--- src/hw/rtl/asbcm_pkg.sv ---
// ============================================================================
// asbcm_pkg: shared types and constants
// Widths, codes, state encoding and helpers for the box collision mover.
// ============================================================================
package asbcm_pkg;

	// collider table depth and derived index widths
	localparam int MAX_COLLIDERS = 16;
	localparam int IDX_W = (MAX_COLLIDERS > 1) ? $clog2(MAX_COLLIDERS) : 1;
	localparam int CNT_W = $clog2(MAX_COLLIDERS + 1);

	// fixed field widths
	localparam int POS_W     = 24;
	localparam int VEL_W     = 17;
	localparam int SIZE_W    = 23;
	localparam int SLOT_W    = 4;
	localparam int ACT_W     = 2;
	localparam int CFG_IDX_W = 2;
	// edges: position + offset + size, no wrap
	localparam int EDGE_W    = POS_W + 3;

	// stream word widths
	localparam int IN_DATA_W  = 184;
	localparam int OUT_DATA_W = 56;

	typedef enum logic [ACT_W-1:0] {
		ACT_MOVE  = 2'd0,
		ACT_WRITE = 2'd1,
		ACT_PLACE = 2'd2,
		ACT_NONE  = 2'd3
	} action_t;

	typedef enum logic [CFG_IDX_W-1:0] {
		CFG_OFF_X  = 2'd0,
		CFG_OFF_Y  = 2'd1,
		CFG_WIDTH  = 2'd2,
		CFG_HEIGHT = 2'd3
	} cfg_reg_t;

	typedef enum logic [2:0] {
		ST_IDLE,
		ST_PREP,
		ST_BOX,
		ST_SCAN,
		ST_RESOLVE,
		ST_DONE
	} state_t;

	typedef struct packed {
		logic signed [POS_W-1:0] left;
		logic signed [POS_W-1:0] top;
		logic [SIZE_W-1:0]       width;
		logic [SIZE_W-1:0]       height;
	} coll_t;

	typedef struct packed {
		action_t                 action;
		logic [VEL_W-1:0]        vel_x;
		logic [VEL_W-1:0]        vel_y;
		logic [SLOT_W-1:0]       slot;
		logic signed [POS_W-1:0] rect_left;
		logic signed [POS_W-1:0] rect_top;
		logic [SIZE_W-1:0]       rect_width;
		logic [SIZE_W-1:0]       rect_height;
		logic                    rect_enable;
		logic signed [POS_W-1:0] place_x;
		logic signed [POS_W-1:0] place_y;
	} item_t;

	typedef struct packed {
		logic signed [POS_W-1:0] cur_x;
		logic signed [POS_W-1:0] cur_y;
		logic                    moved;
		logic                    hit_horizontal;
		logic                    hit_vertical;
	} result_t;

	// controller -> datapath
	typedef struct packed {
		logic accept;    // input word taken this cycle
		logic axis_y;    // 0 horizontal pass, 1 vertical pass
		logic prep;      // form saturated candidate coordinate
		logic box;       // form entity box edges
		logic scan_clr;  // reset scan counter and hit flag
		logic scan_run;  // step through collider table
		logic resolve;   // keep or undo the step
		logic out_load;  // load result register
	} cmd_t;

	// datapath -> controller
	typedef struct packed {
		logic scan_done;
	} sts_t;

	function automatic logic signed [POS_W-1:0] sat_pos(input logic [POS_W:0] v);
		logic signed [POS_W-1:0] r;
		if (v[POS_W] != v[POS_W-1]) begin
			r = v[POS_W] ? {1'b1, {(POS_W-1){1'b0}}} : {1'b0, {(POS_W-1){1'b1}}};
		end else begin
			r = v[POS_W-1:0];
		end
		return r;
	endfunction

	function automatic logic signed [EDGE_W-1:0] sext_pos(input logic [POS_W-1:0] v);
		return {{(EDGE_W-POS_W){v[POS_W-1]}}, v};
	endfunction

	function automatic logic signed [EDGE_W-1:0] zext_size(input logic [SIZE_W-1:0] v);
		return {{(EDGE_W-SIZE_W){1'b0}}, v};
	endfunction

endpackage

--- src/hw/rtl/asbcm_ctrl.sv ---
// ============================================================================
// asbcm_ctrl: sequencing controller
// Walks a move through two axis passes and owns both stream handshakes.
// ============================================================================
module asbcm_ctrl import asbcm_pkg::*; (
	input  logic             clk,
	input  logic             arst_n,
	input  logic             in_valid,
	output logic             in_ready,
	input  logic [ACT_W-1:0] in_action,
	output logic             out_valid,
	input  logic             out_ready,
	output cmd_t             cmd,
	input  sts_t             sts
);

	state_t state_q, state_nx;
	logic   axis_y_q;
	logic   out_valid_q;
	logic   out_free;

	assign out_free  = !out_valid_q || out_ready;
	assign out_valid = out_valid_q;

	always_comb begin
		state_nx = state_q;
		unique case (state_q)
			ST_IDLE: begin
				if (in_valid) begin
					state_nx = (action_t'(in_action) == ACT_MOVE) ? ST_PREP : ST_DONE;
				end
			end
			ST_PREP:    state_nx = ST_BOX;
			ST_BOX:     state_nx = ST_SCAN;
			ST_SCAN: begin
				if (sts.scan_done) begin
					state_nx = ST_RESOLVE;
				end
			end
			ST_RESOLVE: state_nx = axis_y_q ? ST_DONE : ST_PREP;
			ST_DONE: begin
				if (out_free) begin
					state_nx = ST_IDLE;
				end
			end
			default:    state_nx = ST_IDLE;
		endcase
	end

	always_comb begin
		cmd        = '0;
		cmd.axis_y = axis_y_q;
		in_ready   = 1'b0;
		unique case (state_q)
			ST_IDLE: begin
				in_ready   = 1'b1;
				cmd.accept = in_valid;
			end
			ST_PREP:    cmd.prep = 1'b1;
			ST_BOX: begin
				cmd.box      = 1'b1;
				cmd.scan_clr = 1'b1;
			end
			ST_SCAN:    cmd.scan_run = 1'b1;
			ST_RESOLVE: cmd.resolve = 1'b1;
			ST_DONE:    cmd.out_load = out_free;
			default:    cmd.axis_y = axis_y_q;
		endcase
	end

	always_ff @(posedge clk or negedge arst_n) begin
		if (!arst_n) begin
			state_q     <= ST_IDLE;
			axis_y_q    <= 1'b0;
			out_valid_q <= 1'b0;
		end else begin
			state_q <= state_nx;
			if (cmd.accept) begin
				axis_y_q <= 1'b0;
			end else if (cmd.resolve && !axis_y_q) begin
				axis_y_q <= 1'b1;
			end
			if (cmd.out_load) begin
				out_valid_q <= 1'b1;
			end else if (out_ready) begin
				out_valid_q <= 1'b0;
			end
		end
	end

endmodule

--- src/hw/rtl/asbcm_dp.sv ---
// ============================================================================
// asbcm_dp: position, collider table and overlap datapath
// Holds config, position and colliders; one collider compared per cycle.
// ============================================================================
module asbcm_dp import asbcm_pkg::*; (
	input  logic                 clk,
	input  logic                 arst_n,
	input  cmd_t                 cmd,
	output sts_t                 sts,
	input  item_t                item,
	input  logic                 cfg_we,
	input  logic [CFG_IDX_W-1:0] cfg_addr,
	input  logic [POS_W-1:0]     cfg_data,
	output result_t              res
);

	// config registers
	logic signed [POS_W-1:0] off_x_q, off_y_q;
	logic [SIZE_W-1:0]       box_w_q, box_h_q;

	// entity state
	logic signed [POS_W-1:0] pos_x_q, pos_y_q;
	logic [VEL_W-1:0]        vel_x_q, vel_y_q;
	logic                    is_move_q;
	logic                    hit_h_q, hit_v_q;

	// per-pass work registers
	logic signed [POS_W-1:0]  cand_q;
	logic signed [EDGE_W-1:0] el_q, er_q, et_q, eb_q;
	logic                     ent_ok_q;

	// collider table
	coll_t                    coll_mem [MAX_COLLIDERS];
	logic [MAX_COLLIDERS-1:0] act_q;

	// scan
	logic [CNT_W-1:0] cnt_q;
	logic             scan_end;
	logic             rd_vld_s1, rd_act_s1;
	coll_t            rd_coll_s1;
	logic             hit_q;
	logic             overlap;

	result_t res_q;

	logic [IDX_W-1:0]         slot_idx;
	logic                     wr_en;
	logic [POS_W:0]           sum_x, sum_y;
	logic signed [POS_W-1:0]  tx, ty;
	logic signed [EDGE_W-1:0] el_n, et_n;
	logic signed [EDGE_W-1:0] cl, cr, ct, cb;

	assign slot_idx = IDX_W'(item.slot);
	assign wr_en    = cmd.accept && (item.action == ACT_WRITE)
		&& (32'(item.slot) < MAX_COLLIDERS);
	assign scan_end = (cnt_q == CNT_W'(MAX_COLLIDERS));
	assign sts.scan_done = scan_end && !rd_vld_s1;

	// candidate step, 25-bit sums then saturate
	assign sum_x = {pos_x_q[POS_W-1], pos_x_q}
		+ {{(POS_W+1-VEL_W){vel_x_q[VEL_W-1]}}, vel_x_q};
	assign sum_y = {pos_y_q[POS_W-1], pos_y_q}
		+ {{(POS_W+1-VEL_W){vel_y_q[VEL_W-1]}}, vel_y_q};

	// box under test: stepped axis uses the candidate
	assign tx   = cmd.axis_y ? pos_x_q : cand_q;
	assign ty   = cmd.axis_y ? cand_q : pos_y_q;
	assign el_n = sext_pos(tx) + sext_pos(off_x_q);
	assign et_n = sext_pos(ty) + sext_pos(off_y_q);

	// strict overlap against the collider read last cycle
	always_comb begin
		cl = sext_pos(rd_coll_s1.left);
		ct = sext_pos(rd_coll_s1.top);
		cr = cl + zext_size(rd_coll_s1.width);
		cb = ct + zext_size(rd_coll_s1.height);
		overlap = ent_ok_q && (rd_coll_s1.width != '0) && (rd_coll_s1.height != '0)
			&& (el_q < cr) && (cl < er_q) && (et_q < cb) && (ct < eb_q);
	end

	always_ff @(posedge clk or negedge arst_n) begin
		if (!arst_n) begin
			off_x_q <= '0;
			off_y_q <= '0;
			box_w_q <= SIZE_W'(4096);
			box_h_q <= SIZE_W'(4096);
		end else if (cfg_we) begin
			unique case (cfg_reg_t'(cfg_addr))
				CFG_OFF_X:  off_x_q <= cfg_data;
				CFG_OFF_Y:  off_y_q <= cfg_data;
				CFG_WIDTH:  box_w_q <= cfg_data[SIZE_W-1:0];
				CFG_HEIGHT: box_h_q <= cfg_data[SIZE_W-1:0];
			endcase
		end
	end

	always_ff @(posedge clk or negedge arst_n) begin
		if (!arst_n) begin
			pos_x_q <= '0;
			pos_y_q <= '0;
			hit_h_q <= 1'b0;
			hit_v_q <= 1'b0;
		end else begin
			if (cmd.accept) begin
				hit_h_q <= 1'b0;
				hit_v_q <= 1'b0;
				if (item.action == ACT_PLACE) begin
					pos_x_q <= item.place_x;
					pos_y_q <= item.place_y;
				end
			end
			if (cmd.resolve) begin
				if (cmd.axis_y) begin
					hit_v_q <= hit_q;
					if (!hit_q) begin
						pos_y_q <= cand_q;
					end
				end else begin
					hit_h_q <= hit_q;
					if (!hit_q) begin
						pos_x_q <= cand_q;
					end
				end
			end
		end
	end

	// payload registers
	always_ff @(posedge clk) begin
		if (cmd.accept) begin
			vel_x_q   <= item.vel_x;
			vel_y_q   <= item.vel_y;
			is_move_q <= (item.action == ACT_MOVE);
		end
		if (cmd.prep) begin
			cand_q <= cmd.axis_y ? sat_pos(sum_y) : sat_pos(sum_x);
		end
		if (cmd.box) begin
			el_q     <= el_n;
			er_q     <= el_n + zext_size(box_w_q);
			et_q     <= et_n;
			eb_q     <= et_n + zext_size(box_h_q);
			ent_ok_q <= (box_w_q != '0) && (box_h_q != '0);
		end
		if (cmd.out_load) begin
			res_q.cur_x          <= pos_x_q;
			res_q.cur_y          <= pos_y_q;
			res_q.moved          <= is_move_q && !(hit_h_q && hit_v_q);
			res_q.hit_horizontal <= hit_h_q;
			res_q.hit_vertical   <= hit_v_q;
		end
	end

	// collider memory: one write port, one registered read port
	always_ff @(posedge clk) begin
		if (wr_en) begin
			coll_mem[slot_idx] <= '{left: item.rect_left, top: item.rect_top,
				width: item.rect_width, height: item.rect_height};
		end
		if (cmd.scan_run && !scan_end) begin
			rd_coll_s1 <= coll_mem[cnt_q[IDX_W-1:0]];
		end
	end

	always_ff @(posedge clk or negedge arst_n) begin
		if (!arst_n) begin
			act_q <= '0;
		end else if (wr_en) begin
			act_q[slot_idx] <= item.rect_enable;
		end
	end

	always_ff @(posedge clk or negedge arst_n) begin
		if (!arst_n) begin
			cnt_q     <= '0;
			rd_vld_s1 <= 1'b0;
			rd_act_s1 <= 1'b0;
			hit_q     <= 1'b0;
		end else if (cmd.scan_clr) begin
			cnt_q     <= '0;
			rd_vld_s1 <= 1'b0;
			rd_act_s1 <= 1'b0;
			hit_q     <= 1'b0;
		end else if (cmd.scan_run) begin
			if (!scan_end) begin
				cnt_q     <= cnt_q + CNT_W'(1);
				rd_vld_s1 <= 1'b1;
				rd_act_s1 <= act_q[cnt_q[IDX_W-1:0]];
			end else begin
				rd_vld_s1 <= 1'b0;
			end
			if (rd_vld_s1 && rd_act_s1 && overlap) begin
				hit_q <= 1'b1;
			end
		end
	end

	assign res = res_q;

endmodule

--- src/hw/rtl/axis_separated_box_collision_move_top.sv ---
// ============================================================================
// axis_separated_box_collision_move_top: axis-separated box collision mover
// Entity position plus a collider table; moves step x then y, undo on hit.
// ============================================================================
//
//  channel   | dir | handshake              | word
//  ----------+-----+------------------------+-------------------------------
//  s_axis    | in  | s_axis_tvalid/tready   | move / collider write / place
//  m_axis    | out | m_axis_tvalid/tready   | position and hit flags
//  cfg       | in  | cfg_we (no ready)      | box offset and size registers
//
// Sequence: a move word runs an x pass and then a y pass before the next
// accept. Each axis pass reads the collider table through its single
// registered read port, one slot per cycle, after its prep and box states,
// then drains and resolves. Write, place and unused words skip the passes.
// Reset clears position, active flags and handshakes and sets config to its
// reset values; collider geometry is not cleared. A result waiting on m_axis
// does not block the next input word; the block only holds in its done state
// if the result register is still full when the next result is ready.
//
module axis_separated_box_collision_move_top import asbcm_pkg::*; (
	input  logic                  clk,
	input  logic                  arst_n,
	// slave side
	input  logic                  s_axis_tvalid,
	output logic                  s_axis_tready,
	// vel_x[16:0], vel_y[33:17], slot[37:34], rect_left[61:38],
	// rect_top[85:62], rect_width[108:86], rect_height[131:109],
	// rect_enable[132], place_x[156:133], place_y[180:157], zero pad
	input  logic [IN_DATA_W-1:0]  s_axis_tdata,
	// action[1:0]
	input  logic [ACT_W-1:0]      s_axis_tuser,
	// master side
	output logic                  m_axis_tvalid,
	input  logic                  m_axis_tready,
	// cur_x[23:0], cur_y[47:24], moved[48], hit_horizontal[49],
	// hit_vertical[50], zero pad
	output logic [OUT_DATA_W-1:0] m_axis_tdata,
	// configuration writes
	input  logic                  cfg_we,
	input  logic [CFG_IDX_W-1:0]  cfg_addr,
	input  logic [POS_W-1:0]      cfg_data
);

	item_t   item;
	result_t res;
	cmd_t    cmd;
	sts_t    sts;

	// unpack input word
	assign item.action      = action_t'(s_axis_tuser);
	assign item.vel_x       = s_axis_tdata[16:0];
	assign item.vel_y       = s_axis_tdata[33:17];
	assign item.slot        = s_axis_tdata[37:34];
	assign item.rect_left   = s_axis_tdata[61:38];
	assign item.rect_top    = s_axis_tdata[85:62];
	assign item.rect_width  = s_axis_tdata[108:86];
	assign item.rect_height = s_axis_tdata[131:109];
	assign item.rect_enable = s_axis_tdata[132];
	assign item.place_x     = s_axis_tdata[156:133];
	assign item.place_y     = s_axis_tdata[180:157];

	asbcm_ctrl u_ctrl (
		.clk       (clk),
		.arst_n    (arst_n),
		.in_valid  (s_axis_tvalid),
		.in_ready  (s_axis_tready),
		.in_action (s_axis_tuser),
		.out_valid (m_axis_tvalid),
		.out_ready (m_axis_tready),
		.cmd       (cmd),
		.sts       (sts)
	);

	asbcm_dp u_dp (
		.clk      (clk),
		.arst_n   (arst_n),
		.cmd      (cmd),
		.sts      (sts),
		.item     (item),
		.cfg_we   (cfg_we),
		.cfg_addr (cfg_addr),
		.cfg_data (cfg_data),
		.res      (res)
	);

	// pack result word
	assign m_axis_tdata = {5'b0, res.hit_vertical, res.hit_horizontal, res.moved,
		res.cur_y, res.cur_x};

endmodule

--- config.mk ---
export PLATFORM = sky130hd
export DESIGN_NAME = axis_separated_box_collision_move_top
export DESIGN_NICKNAME = d
export VERILOG_FILES = /design/src/hw/rtl/asbcm_pkg.sv /design/src/hw/rtl/asbcm_ctrl.sv /design/src/hw/rtl/asbcm_dp.sv /design/src/hw/rtl/axis_separated_box_collision_move_top.sv
export SDC_FILE = /design/constraint.sdc
export NUM_CORES = 2
export LEC_CHECK = 0
export BUFFER_PORTS_ARGS = -buffer_cell sky130_fd_sc_hd__buf_4
export CORE_MARGIN = 4
export CORE_UTILIZATION = 60
export DETAILED_ROUTE_END_ITERATION = 7
export PLACE_DENSITY_LB_ADDON = 0.1
export SLEW_MARGIN = 10
export SYNTH_ARGS = -nofsm -noshare
export SYNTH_HDL_FRONTEND = slang
export SYNTH_SLANG_ARGS = --single-unit
--- constraint.sdc ---
create_clock -name clk -period 23.6 [get_ports clk]
set_input_delay 4.72 -clock clk [delete_from_list [all_inputs] [get_ports clk]]
set_output_delay 4.72 -clock clk [all_outputs]
set_load 0.005 [all_outputs]
==> summary.txt <==
Status
  • Outcome: completed

Layout
  • Layout Utilization: 68.3%
  • Commonest non-fill, non-tap cell in the layout: edfxtp_1
  • Most frequent cells in the layout: 1813 x edfxtp_1, 475 x mux4_2, 325 x buf_4
  • Synth-to-Final Area Change: 12.8%
  • Layout cells sized above 1: 25.5%
  • Nets@finish: 5444

Worst setup path
  • Critical path data arrival time: 8.47 ns
  • Critical Path End Type: flip-flop
  • Worst r2r src: u_ctrl.axis_y_q$_DFFE_PN0P_
  • Critical R2R Capture: u_dp.eb_q[24]$_DFFE_PN_
  • Type of origin of the critical path: input port
  • R2r worst-path depth: 20
  • Max FO, Critical Path: 42
  • R2R setup slack: 17.24 ns
  • Critical Path Source: s_axis_tvalid
  • CP required: 24.05 ns
  • Setup CP Type: input port to flip-flop

Global route
  • Pin count of the biggest net entering global routing: 96
  • Vias in the first global route: 44800
  • Initial antenna violation count: 11
  • First-pass GRT wire length: 300000 µm
  • Total track usage: 28.0%
  • Gr ovfl total: 0

Floorplanning
  • Die Area: 147000 µm²
  • I/O Pins: 275
  • Num rows: 137
  • Core area: 140000 µm²
  • Chip height: 383 µm
  • Initial core utilization: 60.6%
  • Chip Width: 383 µm

Detailed routing
  • 1st-pass router iterations: 5
  • Routed Antenna Nets: 0
  • Final WL: 203000 µm
  • Vias per cell: 6.41
  • # DRC: 0
  • Drt wl/cell: 29.1 µm
  • Initial DRC count: 4559
  • Via count: 44700

CTS
  • CTS tree: yes
  • H-tree depth: 4
  • Total CTS buffers: 196
  • Resized Gates After CTS: 0
  • Worst-path clk slew: 0.06 ns
  • Latest clock arrival within the worst-skew pair: 0.82 ns
  • Post-cts hold buffer count: 0
  • CTS root buf: clkbuf_16
  • Post-CTS setup buffer count: 0
  • CTS Buffer Depth: 3
  • # clock sinks: 1986

Logic synthesis
  • Cells after synthesis: 4552
  • Synth Warn #: 0
  • Ys flop type: edfxtp_1
  • Mean Syn Cell Area: 18.6 µm²
  • Sequential area share after synthesis: 69.5%
  • FF+latch count, synth: 1986
  • Number of synthesized flops with an enable pin: 1813
  • Cell area after synthesis: 84600 µm²
  • Yosys cell types: 76
  • Ys async rst share: 8.71%

Timing
  • Final setup fails: 0
  • Final min period: 8.02 ns
  • Final worst-path cycle share: 34.0%
  • Worst slew margin: 25.9%
  • Slew Limit Fails: 0
  • Setup TNS Final: 0 ns
  • Setup Skew: 0.0382 ns
  • Fmax: 125 MHz
  • Worst-Margin Slew: 1.11 ns
  • RSZ-0062 raised after global routing: no
  • Fin. Hold Viols: 0

Worst hold path
  • Worst hold start: u_dp.act_q[14]$_DFFE_PN0P_
  • Hold EP: u_dp.act_q[14]$_DFFE_PN0P_
  • Hold Crit Class: flip-flop to flip-flop
  • WHS Path Cells: 1

Power and ir drop
  • Leak pwr: 33.0 nW
  • Power Total: 13.0 mW
  • Maximum VDD drop: 0.0800 mV
  • Pwr dens: 136 nW/µm²

Place
  • PortBufs: 266
  • Gpl congestion: 0.924
  • Post-detail-place hpwl: 123000 µm

Job
  • Max-Cap Viols: 0
-- synth_stat cells (all sizes together), types with 34 or more instances --
| library cell | number | area share (%) |
|---|---|---|
| o21ai | 124 | 0.73 |
| nor2b | 34 | 0.25 |
| buf | 43 | 0.23 |
| xnor2 | 104 | 1.1 |
| clkbuf | 115 | 0.51 |
| mux4 | 475 | 13 |
| a21o | 104 | 0.92 |
| nand2b | 42 | 0.31 |
| xor2 | 52 | 0.54 |
| dfrtp | 171 | 5.1 |
| inv | 104 | 0.46 |
| nand2 | 121 | 0.54 |
| edfxtp | 1813 | 64 |
| mux2 | 157 | 2.1 |
| mux2i | 49 | 0.58 |
| a21oi | 216 | 1.3 |
| ha | 290 | 4.3 |
| nor2 | 151 | 0.67 |
-- sequential cells by signal, summed over array words and instances (netlist names), 3 cells and up --
register	flops
u_dp.pos_x_q	24
u_dp.off_y_q	24
u_dp.res	51
u_dp.et_q	25
u_dp.ct	24
u_dp.box_h_q	23
u_dp.vel_y_q	17
u_dp.rd_coll_s1	46
u_dp.pos_y_q	24
u_dp.el_q	25
u_dp.off_x_q	24
u_dp.cl	24
u_ctrl.state_q	3
u_dp.er_q	27
u_dp.coll_mem	1504
u_dp.cand_q	24
u_dp.eb_q	27
u_dp.act_q	16
u_dp.vel_x_q	17
u_dp.cnt_q	5
u_dp.box_w_q	23
-- through the flow --
| step | cells | cell area (µm²) | hold slack [ns] | setup WS, ns |
|---|---|---|---|---|
| CTS | 6964 | 95400 | 0.505 | 15.63 |
| global route | 6966 | 95400 | 0.524 | 15.41 |
| finish | 6972 | 95400 | 0.507 | 15.58 |
| global placement | 6607 | 89100 | 0.485 | 14.80 |
| floorplan | 4556 | 84600 | 0.464 | 10.67 |
| detailed placement | 6607 | 89100 | 0.491 | 14.74 |
-- logic make-up after synthesis --
logic type,synth area share [%]
other,0.00443
buffers and inverters,1.21
XOR/XNOR,1.62
multiplexers,15.3
AND/OR/NAND/NOR,3.00
adder cells (fa/ha/maj),4.48
AO/OA/AOI/OAI,4.90
flip-flops,69.5
-- power by group --
group | switching, mW | internal [mW]
clock | 1.34 | 1.70
sequential | 0.371 | 4.44
combinational | 2.82 | 2.30
total | 4.53 | 8.45
-- worst max-delay path, stage by stage --
cell,delay [ns]
buf_4,0.09
nand2_1,0.13
nor4b_1,0.43
nor2b_1,0.24
nand2_1,0.24
nor2_4,0.89
buf_4,0.80
buf_4,0.80
-- routing by layer --
metal	vias up	routed length (µm)	GRT usage [%]
met4	0	6880	9.18
met5	-	0	0
met3	295	15400	4.43
met1	23200	84800	41.5
met2	1921	95800	43.4
li1	19300	-	-
-- worst max-delay path by stage --
stage | to | slack (ns) | cells after the start
final | u_dp.coll_mem[14][67]$_DFFE_PP_ | 15.58 | 8
after global routing | u_dp.coll_mem[10][57]$_DFFE_PP_ | 15.41 | 8
after CTS | u_dp.coll_mem[10][57]$_DFFE_PP_ | 15.63 | 8
after detailed placement | u_dp.coll_mem[12][66]$_DFFE_PP_ | 14.74 | 8
after global placement | u_dp.coll_mem[12][68]$_DFFE_PP_ | 14.80 | 8
after floorplan | u_dp.act_q[0]$_DFFE_PN0P_ | 10.67 | 6
-- final cells by class --
| class | count | area, µm² |
|---|---|---|
| antenna | 8 | 20.0 |
| clock buffer | 248 | 5150 |
| clock inverter | 109 | 1160 |
| fill | 8906 | 44300 |
| inverter | 104 | 390 |
| multi-input combinational | 2308 | 25000 |
| sequential | 1986 | 58800 |
| tap | 1876 | 2350 |
| timing repair buffer | 333 | 2590 |
No activity file was read; power rests on OpenSTA's default activity.
